File: src/rtl/core/sibts_pkg.sv
// shared types and constants for the signed integer to base symbol converter
// no dependencies; imported by every module of the block
package sibts_pkg;

    localparam int SYM_W       = 8;
    localparam int NUM_SYMS    = 16;
    localparam int LEN_W       = 5;
    localparam int VALUE_PORT_W = 32;
    localparam int CFG_DATA_W  = 64;
    localparam int CFG_IDX_W   = 2;

    // configuration register indexes
    localparam logic [CFG_IDX_W-1:0] CFG_BASE_LENGTH  = 2'd0;
    localparam logic [CFG_IDX_W-1:0] CFG_SYMBOLS_LOW  = 2'd1;
    localparam logic [CFG_IDX_W-1:0] CFG_SYMBOLS_HIGH = 2'd2;

    // configuration reset values: radix 10, symbols "0123456789"
    localparam logic [LEN_W-1:0]      BASE_LENGTH_RST  = 5'd10;
    localparam logic [CFG_DATA_W-1:0] SYMBOLS_LOW_RST  = 64'h3736_3534_3332_3130;
    localparam logic [CFG_DATA_W-1:0] SYMBOLS_HIGH_RST = 64'h0000_0000_0000_3938;

    // sign characters
    localparam logic [SYM_W-1:0] SIGN_MINUS = 8'h2D;
    localparam logic [SYM_W-1:0] SIGN_PLUS  = 8'h2B;

    typedef logic [SYM_W-1:0]          t_sym;
    typedef logic [NUM_SYMS*SYM_W-1:0] t_sym_table;
    typedef logic [3:0]                t_digit;

    // classification of one queued conversion
    typedef struct packed {
        logic base_invalid;
        logic neg;
    } t_job_ctl;

    // one result transfer
    typedef struct packed {
        logic valid;
        t_sym symbol;
        logic last;
        logic base_invalid;
    } t_result;

    // symbol byte for a digit value
    function automatic t_sym symbol_of(input t_sym_table tbl, input t_digit d);
        return tbl[d*SYM_W +: SYM_W];
    endfunction

endpackage

File: src/rtl/core/sibts_front.sv
// front stage: takes a value, checks the base and forms sign and magnitude
// depends on sibts_pkg
module sibts_front #(
    parameter int MAX_SYMBOLS = 16,
    parameter int VALUE_WIDTH = 32
) (
    input  logic                             i_clk,
    input  logic                             i_rst_n,
    input  logic                             start,
    output logic                             busy,
    input  logic [sibts_pkg::VALUE_PORT_W-1:0] i_value,
    input  logic [sibts_pkg::LEN_W-1:0]      i_base_length,
    input  sibts_pkg::t_sym_table            i_sym_table,
    input  logic                             i_full,
    output logic                             o_push,
    output sibts_pkg::t_job_ctl              o_ctl,
    output logic [VALUE_WIDTH-1:0]           o_mag
);
    import sibts_pkg::*;

    logic                   r_valid;
    t_job_ctl               r_ctl;
    logic [VALUE_WIDTH-1:0] r_mag;
    t_job_ctl               n_ctl;
    logic [VALUE_WIDTH-1:0] n_mag;
    logic [VALUE_WIDTH-1:0] raw;
    logic                   base_ok;
    logic                   take;
    t_sym                   si;

    // base check: length range, forbidden symbols, duplicates among used symbols
    always_comb begin
        base_ok = (i_base_length >= LEN_W'(2)) && (i_base_length <= LEN_W'(MAX_SYMBOLS));
        si      = '0;
        for (int i = 0; i < NUM_SYMS; i++) begin
            si = symbol_of(i_sym_table, t_digit'(i));
            if (i < int'(i_base_length)) begin
                if (si == '0 || si == SIGN_MINUS || si == SIGN_PLUS) begin
                    base_ok = 1'b0;
                end
                for (int j = i + 1; j < NUM_SYMS; j++) begin
                    if (j < int'(i_base_length) && symbol_of(i_sym_table, t_digit'(j)) == si) begin
                        base_ok = 1'b0;
                    end
                end
            end
        end
    end

    // sign and magnitude of the low value bits
    assign raw                = i_value[VALUE_WIDTH-1:0];
    assign n_ctl.neg          = raw[VALUE_WIDTH-1];
    assign n_ctl.base_invalid = !base_ok;
    assign n_mag              = raw[VALUE_WIDTH-1] ? (~raw + VALUE_WIDTH'(1)) : raw;

    // holding stage in front of the queue
    assign busy   = r_valid && i_full;
    assign take   = start && !busy;
    assign o_push = r_valid && !i_full;
    assign o_ctl  = r_ctl;
    assign o_mag  = r_mag;

    always_ff @(posedge i_clk) begin
        if (!i_rst_n) begin
            r_valid <= 1'b0;
        end else begin
            r_valid <= take || (r_valid && i_full);
        end
    end

    always_ff @(posedge i_clk) begin
        if (take) begin
            r_ctl <= n_ctl;
            r_mag <= n_mag;
        end
    end

endmodule

File: src/rtl/core/sibts_queue.sv
// two-entry queue between the front and back stages
// depends on sibts_pkg
module sibts_queue #(
    parameter int VALUE_WIDTH = 32
) (
    input  logic                   i_clk,
    input  logic                   i_rst_n,
    input  logic                   i_push,
    input  sibts_pkg::t_job_ctl    i_ctl,
    input  logic [VALUE_WIDTH-1:0] i_mag,
    input  logic                   i_pop,
    output logic                   o_full,
    output logic                   o_empty,
    output sibts_pkg::t_job_ctl    o_ctl,
    output logic [VALUE_WIDTH-1:0] o_mag
);
    import sibts_pkg::*;

    localparam int DEPTH = 2;
    localparam int PTR_W = $clog2(DEPTH);
    localparam int CNT_W = $clog2(DEPTH + 1);

    t_job_ctl               r_ctl_mem [DEPTH];
    logic [VALUE_WIDTH-1:0] r_mag_mem [DEPTH];
    logic [PTR_W-1:0]       r_wr_ptr;
    logic [PTR_W-1:0]       r_rd_ptr;
    logic [CNT_W-1:0]       r_count;
    logic                   do_push;
    logic                   do_pop;

    assign o_full  = (r_count == CNT_W'(DEPTH));
    assign o_empty = (r_count == '0);
    assign do_push = i_push && !o_full;
    assign do_pop  = i_pop && !o_empty;
    assign o_ctl   = r_ctl_mem[r_rd_ptr];
    assign o_mag   = r_mag_mem[r_rd_ptr];

    // pointers and fill count
    always_ff @(posedge i_clk) begin
        if (!i_rst_n) begin
            r_wr_ptr <= '0;
            r_rd_ptr <= '0;
            r_count  <= '0;
        end else begin
            if (do_push) begin
                r_wr_ptr <= r_wr_ptr + PTR_W'(1);
            end
            if (do_pop) begin
                r_rd_ptr <= r_rd_ptr + PTR_W'(1);
            end
            if (do_push && !do_pop) begin
                r_count <= r_count + CNT_W'(1);
            end else if (do_pop && !do_push) begin
                r_count <= r_count - CNT_W'(1);
            end
        end
    end

    // entry storage
    always_ff @(posedge i_clk) begin
        if (do_push) begin
            r_ctl_mem[r_wr_ptr] <= i_ctl;
            r_mag_mem[r_wr_ptr] <= i_mag;
        end
    end

endmodule

File: src/rtl/core/sibts_back.sv
// back stage: bit-serial division by the radix, digit stack, symbol output
// depends on sibts_pkg
module sibts_back #(
    parameter int VALUE_WIDTH = 32
) (
    input  logic                        i_clk,
    input  logic                        i_rst_n,
    input  logic                        i_empty,
    output logic                        o_pop,
    input  sibts_pkg::t_job_ctl         i_ctl,
    input  logic [VALUE_WIDTH-1:0]      i_mag,
    input  logic [sibts_pkg::LEN_W-1:0] i_radix,
    input  sibts_pkg::t_sym_table       i_sym_table,
    output sibts_pkg::t_result          o_result
);
    import sibts_pkg::*;

    localparam int BIT_W = $clog2(VALUE_WIDTH);
    localparam int IDX_W = $clog2(VALUE_WIDTH);
    localparam int ND_W  = $clog2(VALUE_WIDTH + 1);

    localparam logic [1:0] ST_IDLE = 2'd0;
    localparam logic [1:0] ST_DIV  = 2'd1;
    localparam logic [1:0] ST_SIGN = 2'd2;
    localparam logic [1:0] ST_EMIT = 2'd3;

    logic [1:0]             r_state, n_state;
    logic                   r_neg, n_neg;
    logic [VALUE_WIDTH-1:0] r_quot, n_quot;
    t_digit                 r_rem, n_rem;
    logic [BIT_W-1:0]       r_bit, n_bit;
    logic [ND_W-1:0]        r_nd, n_nd;
    t_result                r_result, n_result;
    t_digit                 r_digits [VALUE_WIDTH];

    logic [LEN_W-1:0]       trial;
    logic                   ge;
    t_digit                 rem_n;
    logic [VALUE_WIDTH-1:0] quot_n;
    logic                   dig_we;
    logic [IDX_W-1:0]       rd_idx;

    // one restoring division step
    assign trial  = {r_rem, r_quot[VALUE_WIDTH-1]};
    assign ge     = (trial >= i_radix);
    assign rem_n  = ge ? t_digit'(trial - i_radix) : trial[3:0];
    assign quot_n = {r_quot[VALUE_WIDTH-2:0], ge};
    assign rd_idx = r_nd[IDX_W-1:0] - IDX_W'(1);

    // sequencer
    always_comb begin
        n_state  = r_state;
        n_neg    = r_neg;
        n_quot   = r_quot;
        n_rem    = r_rem;
        n_bit    = r_bit;
        n_nd     = r_nd;
        n_result = '0;
        o_pop    = 1'b0;
        dig_we   = 1'b0;
        unique case (r_state)
            ST_IDLE: begin
                if (!i_empty) begin
                    o_pop = 1'b1;
                    if (i_ctl.base_invalid) begin
                        n_result.valid        = 1'b1;
                        n_result.symbol       = '0;
                        n_result.last         = 1'b1;
                        n_result.base_invalid = 1'b1;
                    end else begin
                        n_neg   = i_ctl.neg;
                        n_quot  = i_mag;
                        n_rem   = '0;
                        n_bit   = BIT_W'(VALUE_WIDTH - 1);
                        n_nd    = '0;
                        n_state = ST_DIV;
                    end
                end
            end
            ST_DIV: begin
                n_quot = quot_n;
                if (r_bit == '0) begin
                    // digit done: push remainder, restart on the quotient
                    dig_we = 1'b1;
                    n_nd   = r_nd + ND_W'(1);
                    n_rem  = '0;
                    n_bit  = BIT_W'(VALUE_WIDTH - 1);
                    if (quot_n == '0) begin
                        n_state = r_neg ? ST_SIGN : ST_EMIT;
                    end
                end else begin
                    n_rem = rem_n;
                    n_bit = r_bit - BIT_W'(1);
                end
            end
            ST_SIGN: begin
                n_result.valid        = 1'b1;
                n_result.symbol       = SIGN_MINUS;
                n_result.last         = 1'b0;
                n_result.base_invalid = 1'b0;
                n_state               = ST_EMIT;
            end
            ST_EMIT: begin
                // most significant digit sits on top of the stack
                n_result.valid        = 1'b1;
                n_result.symbol       = symbol_of(i_sym_table, r_digits[rd_idx]);
                n_result.last         = (r_nd == ND_W'(1));
                n_result.base_invalid = 1'b0;
                n_nd                  = r_nd - ND_W'(1);
                if (r_nd == ND_W'(1)) begin
                    n_state = ST_IDLE;
                end
            end
        endcase
    end

    // control state and output register
    always_ff @(posedge i_clk) begin
        if (!i_rst_n) begin
            r_state  <= ST_IDLE;
            r_nd     <= '0;
            r_result <= '0;
        end else begin
            r_state  <= n_state;
            r_nd     <= n_nd;
            r_result <= n_result;
        end
    end

    // datapath
    always_ff @(posedge i_clk) begin
        r_neg  <= n_neg;
        r_quot <= n_quot;
        r_rem  <= n_rem;
        r_bit  <= n_bit;
    end

    // digit stack
    always_ff @(posedge i_clk) begin
        if (dig_we) begin
            r_digits[r_nd[IDX_W-1:0]] <= rem_n;
        end
    end

    assign o_result = r_result;

endmodule

File: src/rtl/core/signed_integer_to_base_symbols.sv
// top level of the signed integer to base symbol converter
// depends on sibts_pkg, sibts_front, sibts_queue, sibts_back
//
// Usage:
//   A value is taken at a rising edge with start high and busy low. Each value
//   gives a stream of symbol bytes on o_symbol, one per cycle in which o_valid
//   is high: a minus sign for a negative value, then the digits of the
//   magnitude, most significant first, o_last marking the final byte. If the
//   configured base fails its check, one transfer with o_base_invalid and
//   o_last high and o_symbol zero is given instead.
//   Configuration is written through i_cfg_we / i_cfg_index / i_cfg_data with
//   no wait. The user must write it only while no conversion is in flight;
//   the block itself does not enforce this. The back stage's bit-serial
//   divider produces one quotient bit per cycle and pushes the digits,
//   least significant first, onto a digit stack. A holding stage and a
//   two-entry queue take up to three further values while one is converted.
//   Reset clears the queue and the sequencer and restores radix 10 with the
//   symbols 0 to 9. The receiver cannot stall: each byte is shown once.
module signed_integer_to_base_symbols #(
    parameter int MAX_SYMBOLS = 16,
    parameter int VALUE_WIDTH = 32
) (
    input  logic                                i_clk,
    input  logic                                i_rst_n,
    input  logic                                start,
    output logic                                busy,
    input  logic [sibts_pkg::VALUE_PORT_W-1:0]  i_value,
    input  logic                                i_cfg_we,
    input  logic [sibts_pkg::CFG_IDX_W-1:0]     i_cfg_index,
    input  logic [sibts_pkg::CFG_DATA_W-1:0]    i_cfg_data,
    output logic                                o_valid,
    output logic [sibts_pkg::SYM_W-1:0]         o_symbol,
    output logic                                o_last,
    output logic                                o_base_invalid
);
    import sibts_pkg::*;

    logic [LEN_W-1:0]       r_base_length;
    logic [CFG_DATA_W-1:0]  r_symbols_low;
    logic [CFG_DATA_W-1:0]  r_symbols_high;
    t_sym_table             sym_table;

    logic                   push;
    logic                   pop;
    logic                   q_full;
    logic                   q_empty;
    t_job_ctl               front_ctl;
    t_job_ctl               queue_ctl;
    logic [VALUE_WIDTH-1:0] front_mag;
    logic [VALUE_WIDTH-1:0] queue_mag;
    t_result                result;

    // configuration registers
    always_ff @(posedge i_clk) begin
        if (!i_rst_n) begin
            r_base_length  <= BASE_LENGTH_RST;
            r_symbols_low  <= SYMBOLS_LOW_RST;
            r_symbols_high <= SYMBOLS_HIGH_RST;
        end else if (i_cfg_we) begin
            unique case (i_cfg_index)
                CFG_BASE_LENGTH:  r_base_length  <= i_cfg_data[LEN_W-1:0];
                CFG_SYMBOLS_LOW:  r_symbols_low  <= i_cfg_data;
                CFG_SYMBOLS_HIGH: r_symbols_high <= i_cfg_data;
                default: ;
            endcase
        end
    end

    assign sym_table = {r_symbols_high, r_symbols_low};

    // front: accept and classify
    sibts_front #(
        .MAX_SYMBOLS (MAX_SYMBOLS),
        .VALUE_WIDTH (VALUE_WIDTH)
    ) u_front (
        .i_clk         (i_clk),
        .i_rst_n       (i_rst_n),
        .start         (start),
        .busy          (busy),
        .i_value       (i_value),
        .i_base_length (r_base_length),
        .i_sym_table   (sym_table),
        .i_full        (q_full),
        .o_push        (push),
        .o_ctl         (front_ctl),
        .o_mag         (front_mag)
    );

    // queue between front and back
    sibts_queue #(
        .VALUE_WIDTH (VALUE_WIDTH)
    ) u_queue (
        .i_clk   (i_clk),
        .i_rst_n (i_rst_n),
        .i_push  (push),
        .i_ctl   (front_ctl),
        .i_mag   (front_mag),
        .i_pop   (pop),
        .o_full  (q_full),
        .o_empty (q_empty),
        .o_ctl   (queue_ctl),
        .o_mag   (queue_mag)
    );

    // back: divide and emit
    sibts_back #(
        .VALUE_WIDTH (VALUE_WIDTH)
    ) u_back (
        .i_clk       (i_clk),
        .i_rst_n     (i_rst_n),
        .i_empty     (q_empty),
        .o_pop       (pop),
        .i_ctl       (queue_ctl),
        .i_mag       (queue_mag),
        .i_radix     (r_base_length),
        .i_sym_table (sym_table),
        .o_result    (result)
    );

    assign o_valid        = result.valid;
    assign o_symbol       = result.symbol;
    assign o_last         = result.last;
    assign o_base_invalid = result.base_invalid;

    // an invalid base gives a single zero byte that ends the conversion
    a_invalid_single: assert property (@(posedge i_clk) disable iff (!i_rst_n)
        (o_valid && o_base_invalid) |-> (o_last && o_symbol == '0))
        else $error("invalid-base transfer not a single zero byte");

    // a minus sign is never the final byte
    a_sign_not_last: assert property (@(posedge i_clk) disable iff (!i_rst_n)
        (o_valid && !o_base_invalid && o_symbol == SIGN_MINUS) |-> !o_last)
        else $error("minus sign marked last");

    // the first digit follows the minus sign in the next cycle
    a_sign_then_digit: assert property (@(posedge i_clk) disable iff (!i_rst_n)
        (o_valid && !o_base_invalid && o_symbol == SIGN_MINUS) |=>
        (o_valid && !o_base_invalid))
        else $error("no digit after minus sign");

endmodule

File: config.mk
export PLATFORM = sky130hd
export DESIGN_NAME = signed_integer_to_base_symbols
export DESIGN_NICKNAME = d
export VERILOG_FILES = /design/src/rtl/core/sibts_pkg.sv /design/src/rtl/core/sibts_front.sv /design/src/rtl/core/sibts_queue.sv /design/src/rtl/core/sibts_back.sv /design/src/rtl/core/signed_integer_to_base_symbols.sv
export SDC_FILE = /design/constraint.sdc
export NUM_CORES = 1
export LEC_CHECK = 0
export BUFFER_PORTS_ARGS = -buffer_cell sky130_fd_sc_hd__buf_2
export CAP_MARGIN = 30
export CELL_PAD_IN_SITES_DETAIL_PLACEMENT = 1
export CELL_PAD_IN_SITES_GLOBAL_PLACEMENT = 2
export CORE_ASPECT_RATIO = 0.6
export CORE_UTILIZATION = 41
export DETAILED_ROUTE_END_ITERATION = 6
export HOLD_SLACK_MARGIN = 0.1
export PLACE_DENSITY_LB_ADDON = 0.25
export SKIP_CTS_REPAIR_TIMING = 1
export SLEW_MARGIN = 20
export SYNTH_ARGS = -nofsm -noshare
export SYNTH_HDL_FRONTEND = slang
export SYNTH_SLANG_ARGS = --single-unit
File: constraint.sdc
create_clock -name i_clk -period 5.8 [get_ports i_clk]
set_clock_uncertainty 0.15 [all_clocks]
set_input_delay 0.87 -clock i_clk [delete_from_list [all_inputs] [get_ports i_clk]]
set_output_delay 0.87 -clock i_clk [all_outputs]
set_load 0.01 [all_outputs]
==> flow_summary.yaml, run 1 <==
floorplanning:
  die_h_um: 215.6
  start_util_pct: 41.91
  core_sq_um: 74380
  rows: 77
  fp.dieW_um: 358.0
  die-area_sq_um: 77160
  io_pins: 114
drt:
  wl_per_cell_um: 31.13
  dr.pass1.iters: 6
  wl_mm: 135.1
  ant_nets: 0
  drc: 0
  first_iter_violations: 3066
  vias: 27170
  viasPerCell: 6.262
synth:
  synthCells: 3311
  ys_seq_elements: 430
  yosys_warnings: 0
  netlist-cell-type-count: 75
  syn_area_sq_um: 31170
  ys_seq_area_share_pct: 36.35
  synth_enable_flop_cells: 272
  yosysTopAreaCell: "edfxtp_1"
  syn_nets: 3431
  synth_flop_cell: "edfxtp_1"
  postSynthAreaPerCell_sq_um: 9.414
  yosys.area.top_type_share_pct: 26.21
  synth-async-reset-ratio_pct: 0
  synth.top_cells.by_area: "edfxtp_1 (26%), xnor2_1 (21%), dfxtp_1 (10%), xor2_1 (7.1%), nand2_1 (4.6%)"
pwr:
  finalPower_mw: 9.898
  p_per_area_nw_per_um2: 285.1
  p_leak_nw: 11.72
  peakVddDrop_mv: 0.2231
place:
  pre_cts_slack_ns: 1.090
  port_buffers: 113
  dp.cells: 4247
  dp_hpwl_mm: 95.98
  place.gp.congestion: 1.062
worst_setup_path:
  rr_startpoint: "u_back.r_nd[1]"
  crit_family: "buffers and inverters"
  r2r-end: "u_back.o_result[4]"
  arrival_ns: 4.90
  startpoint: "u_back.r_nd[1]"
  crit_top_cell: "mux2i_1"
  crit_required_ns: 6.13
  critPathKind: "reg2reg"
  cpPeakStageDelay_ns: 0.61
  path_buf_inv: 3
  critPathSlowestCell: "nor2_4"
  ff2ff_setup_slack_ns: 1.22
  path_cells: "inv_1 -> ha_1 -> xnor2_2 -> buf_4 -> mux2i_1 -> nand4_1 -> a22o_1 -> nor2_4 -> buf_4 -> mux2i_1 -> mux2i_1 -> mux2i_1 -> o211ai_1"
  crit_fanout: 23
  reg2regPathDepth: 13
  cp-start-kind: "register"
  endpoint_kind: "register"
sta:
  timing.final.ws_setup_ns: 1.224
  rsz0062_at_grt: "no"
  tns_ns: 0
  fin_crit_ns: 4.576
  tightest_slew_ns: 1.177
  setup_violations: 0
  max_slew_margin_pct: 21.44
  period_share_pct: 78.90
  maxSlewViolCount: 0
  hold_viol: 0
  clock.fmax_mhz: 218.5
final_layout:
  drive_above_1_share_pct: 13.44
  layout_commonest_cell: "xnor2_1"
  seqCellArea_sq_um: 11340
  nets: 3435
  multi_input_comb_area_sq_um: 18390
  final_cell_mix: "xnor2_1 (761), nand2_1 (378), edfxtp_1 (272), xor2_1 (252), buf_4 (193)"
  fill_cells: 8352
  stdcell_count: 4339
  synthToLayoutAreaGrowth_pct: 11.38
clock_tree:
  clk_pin_slew_ns: 0.07
  root_buffer: "clkbuf_16"
  cts_tree: "done"
  clock_latency_ns: 0.62
  cts_max_path_buffers: 3
  cts_buffers: 44
  htreeDepth: 2
  cts_sinks: 430
global_route:
  gr-usage-all-layers_pct: 34.60
  grt_first_pass_wirelength_mm: 195.6
  grt_max_degree: 94
  overflow: 0
  grt_pass1_vias: 27460
  antenna_found_initial: 5
worst_hold_path:
  hp-class: "reg2reg"
  min-delay-start: "u_front.o_mag[10]"
  holdPathStages: 0
  whs_endpoint: "u_queue.r_mag_mem[1][10]"
run:
  cap_violations: 0
status:
  outcome: "completed"
cells in the mapped netlist, drive strengths merged, types with 6 or more instances:
cell,instances
xnor2,762
nand2,378
edfxtp,272
xor2,253
clkbuf,215
nand4,183
dfxtp,158
buf,147
mux2i,100
a21boi,97
nor4,95
nor3,91
nand3,73
nor2,69
o21ai,64
a31oi,38
mux4,38
a21oi,30
or4,23
inv,20
nor3b,18
ha,17
o22ai,17
and2,15
nand3b,13
nor2b,11
a41oi,9
o31ai,9
mux2,8
o211ai,7
or3,7
a21o,6
nand2b,6
o41ai,6
or2,6
where the power goes:
group / internal, mW / switching, mW
Combinational: 1.15 / 1.86
Clock: 1.58 / 1.33
Sequential: 3.73 / 0.259
through the flow:
stage	instance area, sq um	util [%]	hold slack (ns)
after CTS	34580	46.49	0.2980
after global placement	33010	44.38	0.2760
after floorplan	31170	-	0.2715
after detailed placement	33150	44.57	0.2844
final	34720	46.68	0.2943
after global routing	34710	46.67	0.3088
logic make-up (layout without fill, tap and decap cells):
group           after synthesis  count (layout)  share of synthesized area, %
xor+xnor                   1015            1015                         28.58
compound gates              319             319                         6.945
mux                         146             146                         6.355
simple gates               1000            1000                         16.15
buf+inv                     383             421                         4.873
fa+ha+maj                    18              18                        0.7466
flops                       430             430                         36.35
other cells                   0               3                             0
worst register-to-register path, cell delays in order (launching register included):
cell and delay [ns]:
dfxtp_1 0.54, inv_1 0.15, ha_1 0.39, xnor2_2 0.41, buf_4 0.35, mux2i_1 0.30, nand4_1 0.18, a22o_1 0.32
nor2_4 0.61, buf_4 0.37, mux2i_1 0.23, mux2i_1 0.12, mux2i_1 0.20, o211ai_1 0.12
final cells by class:
class / count / area share, %
inverters: 21 / 0.2271
flip-flops and latches: 430 / 32.66
well taps: 987 / 3.557
repair buffers: 320 / 6.444
clock buffers: 59 / 3.507
clock inverters: 21 / 0.6199
multi-input cells: 2498 / 52.97
diodes: 3 / 0.02162
flip-flops by register name (all words and copies together) (netlist names), 5 cells and up, named ones only:
name and flops:
u_front.o_mag 32, u_back.r_nd 6, r_base_length 5, u_queue.r_mag_mem 64, u_back.o_result 11, r_symbols_low 64, u_back.r_digits 128, r_symbols_high 64
u_back.r_bit 5, u_back.r_quot 32
worst max path at each step:
stage                                    end  slack, ns  cells after the start
after global placement    u_back.o_result[3]       1.26                     11
after detailed placement  u_back.o_result[4]       1.09                     10
final                     u_back.o_result[4]       1.22                     13
after global routing      u_back.o_result[4]       0.87                     13
after CTS                 u_back.o_result[4]       1.08                     10
after floorplan           u_back.o_result[7]       1.77                     17
layer usage:
| metal | up-vias | GRT usage, % | share of wire (%) |
|---|---|---|---|
| li1 | 11480 | - | - |
| met1 | 13840 | 51.71 | 45 |
| met2 | 1557 | 47.57 | 40 |
| met3 | 290 | 10.27 | 12 |
| met4 | 4 | 9.532 | 2.7 |
| met5 | - | 0 | 0.025 |
Power figures use the tool's default switching activity.
==> run 2, diff against run 1 <==
--- a/config.mk
+++ b/config.mk
@@ -10,7 +10,7 @@
 export CELL_PAD_IN_SITES_DETAIL_PLACEMENT = 1
 export CELL_PAD_IN_SITES_GLOBAL_PLACEMENT = 2
 export CORE_ASPECT_RATIO = 0.6
-export CORE_UTILIZATION = 41
+export CORE_UTILIZATION = 37
 export DETAILED_ROUTE_END_ITERATION = 6
 export HOLD_SLACK_MARGIN = 0.1
 export PLACE_DENSITY_LB_ADDON = 0.25
==> constraint.sdc (replaced) <==
create_clock -name i_clk -period 3.9 [get_ports i_clk]
set_clock_uncertainty 0.15 [all_clocks]
set_input_delay 0.585 -clock i_clk [delete_from_list [all_inputs] [get_ports i_clk]]
set_output_delay 0.585 -clock i_clk [all_outputs]
set_load 0.01 [all_outputs]
==> run 2 against run 1 <==
Effect of this change:
- setup slack got worse by 0.97 ns
- first-iteration DRC count fell by 6.4%
- highest routed layer unchanged
- die area increased by 11%
- hold slack lost 0.22 ns
- power is 52% higher
- clock power is 48% higher
- largest cell class unchanged
- critical path depth unchanged
- combinational power increased by 61%
- core utilization decreased by 2.9 points
- register-to-register slack worse by 0.97 ns
- cell area rose by 5.3%
==> flow_summary.yaml, run 2 (synthesis results as in run 1) <==
global_route:
  grt_pass1_vias: 27470
  overflow: 0
  grt_max_degree: 75
  grt_first_pass_wirelength_mm: 205.7
  gr-usage-all-layers_pct: 33.66
  antenna_found_initial: 9
worst_setup_path:
  crit_family: "multiplexers"
  path_depth: 13
  reg2regPathDepth: 13
  cpPeakStageDelay_ns: 0.60
  endpoint_kind: "register"
  path_buf_inv: 3
  crit_fanout: 18
  critPathSlowestCell: "mux4_1"
  arrival_ns: 4.02
  path_cells: "inv_1 -> ha_4 -> xor2_4 -> buf_6 -> mux4_1 -> mux2i_1 -> a222oi_1 -> nand2_1 -> buf_4 -> and2b_1 -> a32oi_1 -> a21oi_1 -> a211oi_2"
  crit_required_ns: 4.27
  critPathKind: "reg2reg"
  cp-start-kind: "register"
run:
  cap_violations: 0
final_layout:
  nets: 3586
  final_cell_mix: "xnor2_1 (761), nand2_1 (378), buf_4 (274), edfxtp_1 (272), xor2_1 (252)"
  layout_commonest_cell: "xnor2_1"
  largest_reg_flops: 128
  stdcell_count: 4635
  synthToLayoutAreaGrowth_pct: 17.24
  drive_above_1_share_pct: 16.18
status:
  outcome: "completed"
worst_hold_path:
  holdPathStages: 3
  hp-class: "in2reg"
clock_tree:
  cts_tree: "done"
  clk_pin_slew_ns: 0.07
  cts_sinks: 430
  cts_buffers: 44
  root_buffer: "clkbuf_16"
  clock_latency_ns: 0.64
  cts_max_path_buffers: 3
  htreeDepth: 2
place:
  place.gp.congestion: 1.026
  dp_hpwl_mm: 106.5
  port_buffers: 113
  dp.cells: 4510
sta:
  clock.fmax_mhz: 274.4
  max_slew_margin_pct: 25.08
  fin_crit_ns: 3.645
  tightest_slew_ns: 1.122
  whs_ns: 0.07432
  setup_violations: 0
  maxSlewViolCount: 0
  rsz0062_at_grt: "no"
  period_share_pct: 93.46
  tns_ns: 0
  hold_viol: 0
drt:
  viasPerCell: 5.945
  first_iter_violations: 2870
  wl_per_cell_um: 31.43
  drc: 0
  dr.pass1.iters: 5
  ant_nets: 0
  vias: 27550
  wl_mm: 145.7
floorplanning:
  core_sq_um: 83410
  io_pins: 114
  rows: 82
  die_h_um: 226.8
  die-area_sq_um: 85440
  fp.dieW_um: 376.7
  start_util_pct: 37.37
pwr:
  p_leak_nw: 12.57
  peakVddDrop_mv: 0.3020
  p_per_area_nw_per_um2: 411.4
-- run 2: area by class of cell --
cell class / instances / area (sq um)
well taps: 1134 / 1419
multi-input cells: 2498 / 18390
diodes: 2 / 5.005
repair buffers: 471 / 3880
fillers: 9398 / 46870
clock inverters: 19 / 175.2
clock buffers: 60 / 1252
inverters: 21 / 78.83
flip-flops and latches: 430 / 11340
-- run 2: report_power, final --
part | total (mW) | switching (mW) | leakage (nW) | internal, mW
registers | 5.89 | 0.340 | 3.77 | 5.55
clock network | 4.30 | 1.96 | 0.693 | 2.34
logic | 4.85 | 2.93 | 8.11 | 1.92
-- run 2: final timing paths --
check | start | slack (ns) | endpoint
worst max register to register | u_back.r_nd[1] | 0.26 | u_back.o_result[8]
worst min-delay path | i_cfg_data[63] | 0.07 | r_symbols_high[63]
worst max-delay path | u_back.r_nd[1] | 0.26 | u_back.o_result[8]
worst min register to register | u_front.o_ctl[1] | 0.29 | u_queue.r_ctl_mem[1][1]
-- run 2: through the flow --
stage                     worst slack (ns)  util, %  area [sq um]  power (mW)
final                               0.2551    43.81         36540       15.03
after global routing               0.06443    43.81         36540       15.64
after CTS                           0.1276    43.24         36070       15.04
after detailed placement            0.1549    41.53         34640       10.71
after global placement              0.2405    41.43         34560       10.50
after floorplan                    0.01746        -         31180       8.990
-- run 2: worst register-to-register path: cells and delay by family, from the launching register on --
kind / cells / cell delay (ns)
xor+xnor: 1 / 0.18
flops: 1 / 0.32
simple gates: 2 / 0.38
compound gates: 4 / 0.72
mux: 2 / 0.90
buf+inv: 3 / 0.65
fa+ha+maj: 1 / 0.25
-- run 2: layer usage --
metal | vias to the layer above | part of all wire, % | GRT usage, %
met3 | 264 | 10 | 7.790
met2 | 1378 | 40 | 47.30
met5 | - | 0.045 | 0
met4 | 10 | 2.6 | 8.405
met1 | 14100 | 47 | 50.95
li1 | 11800 | - | -
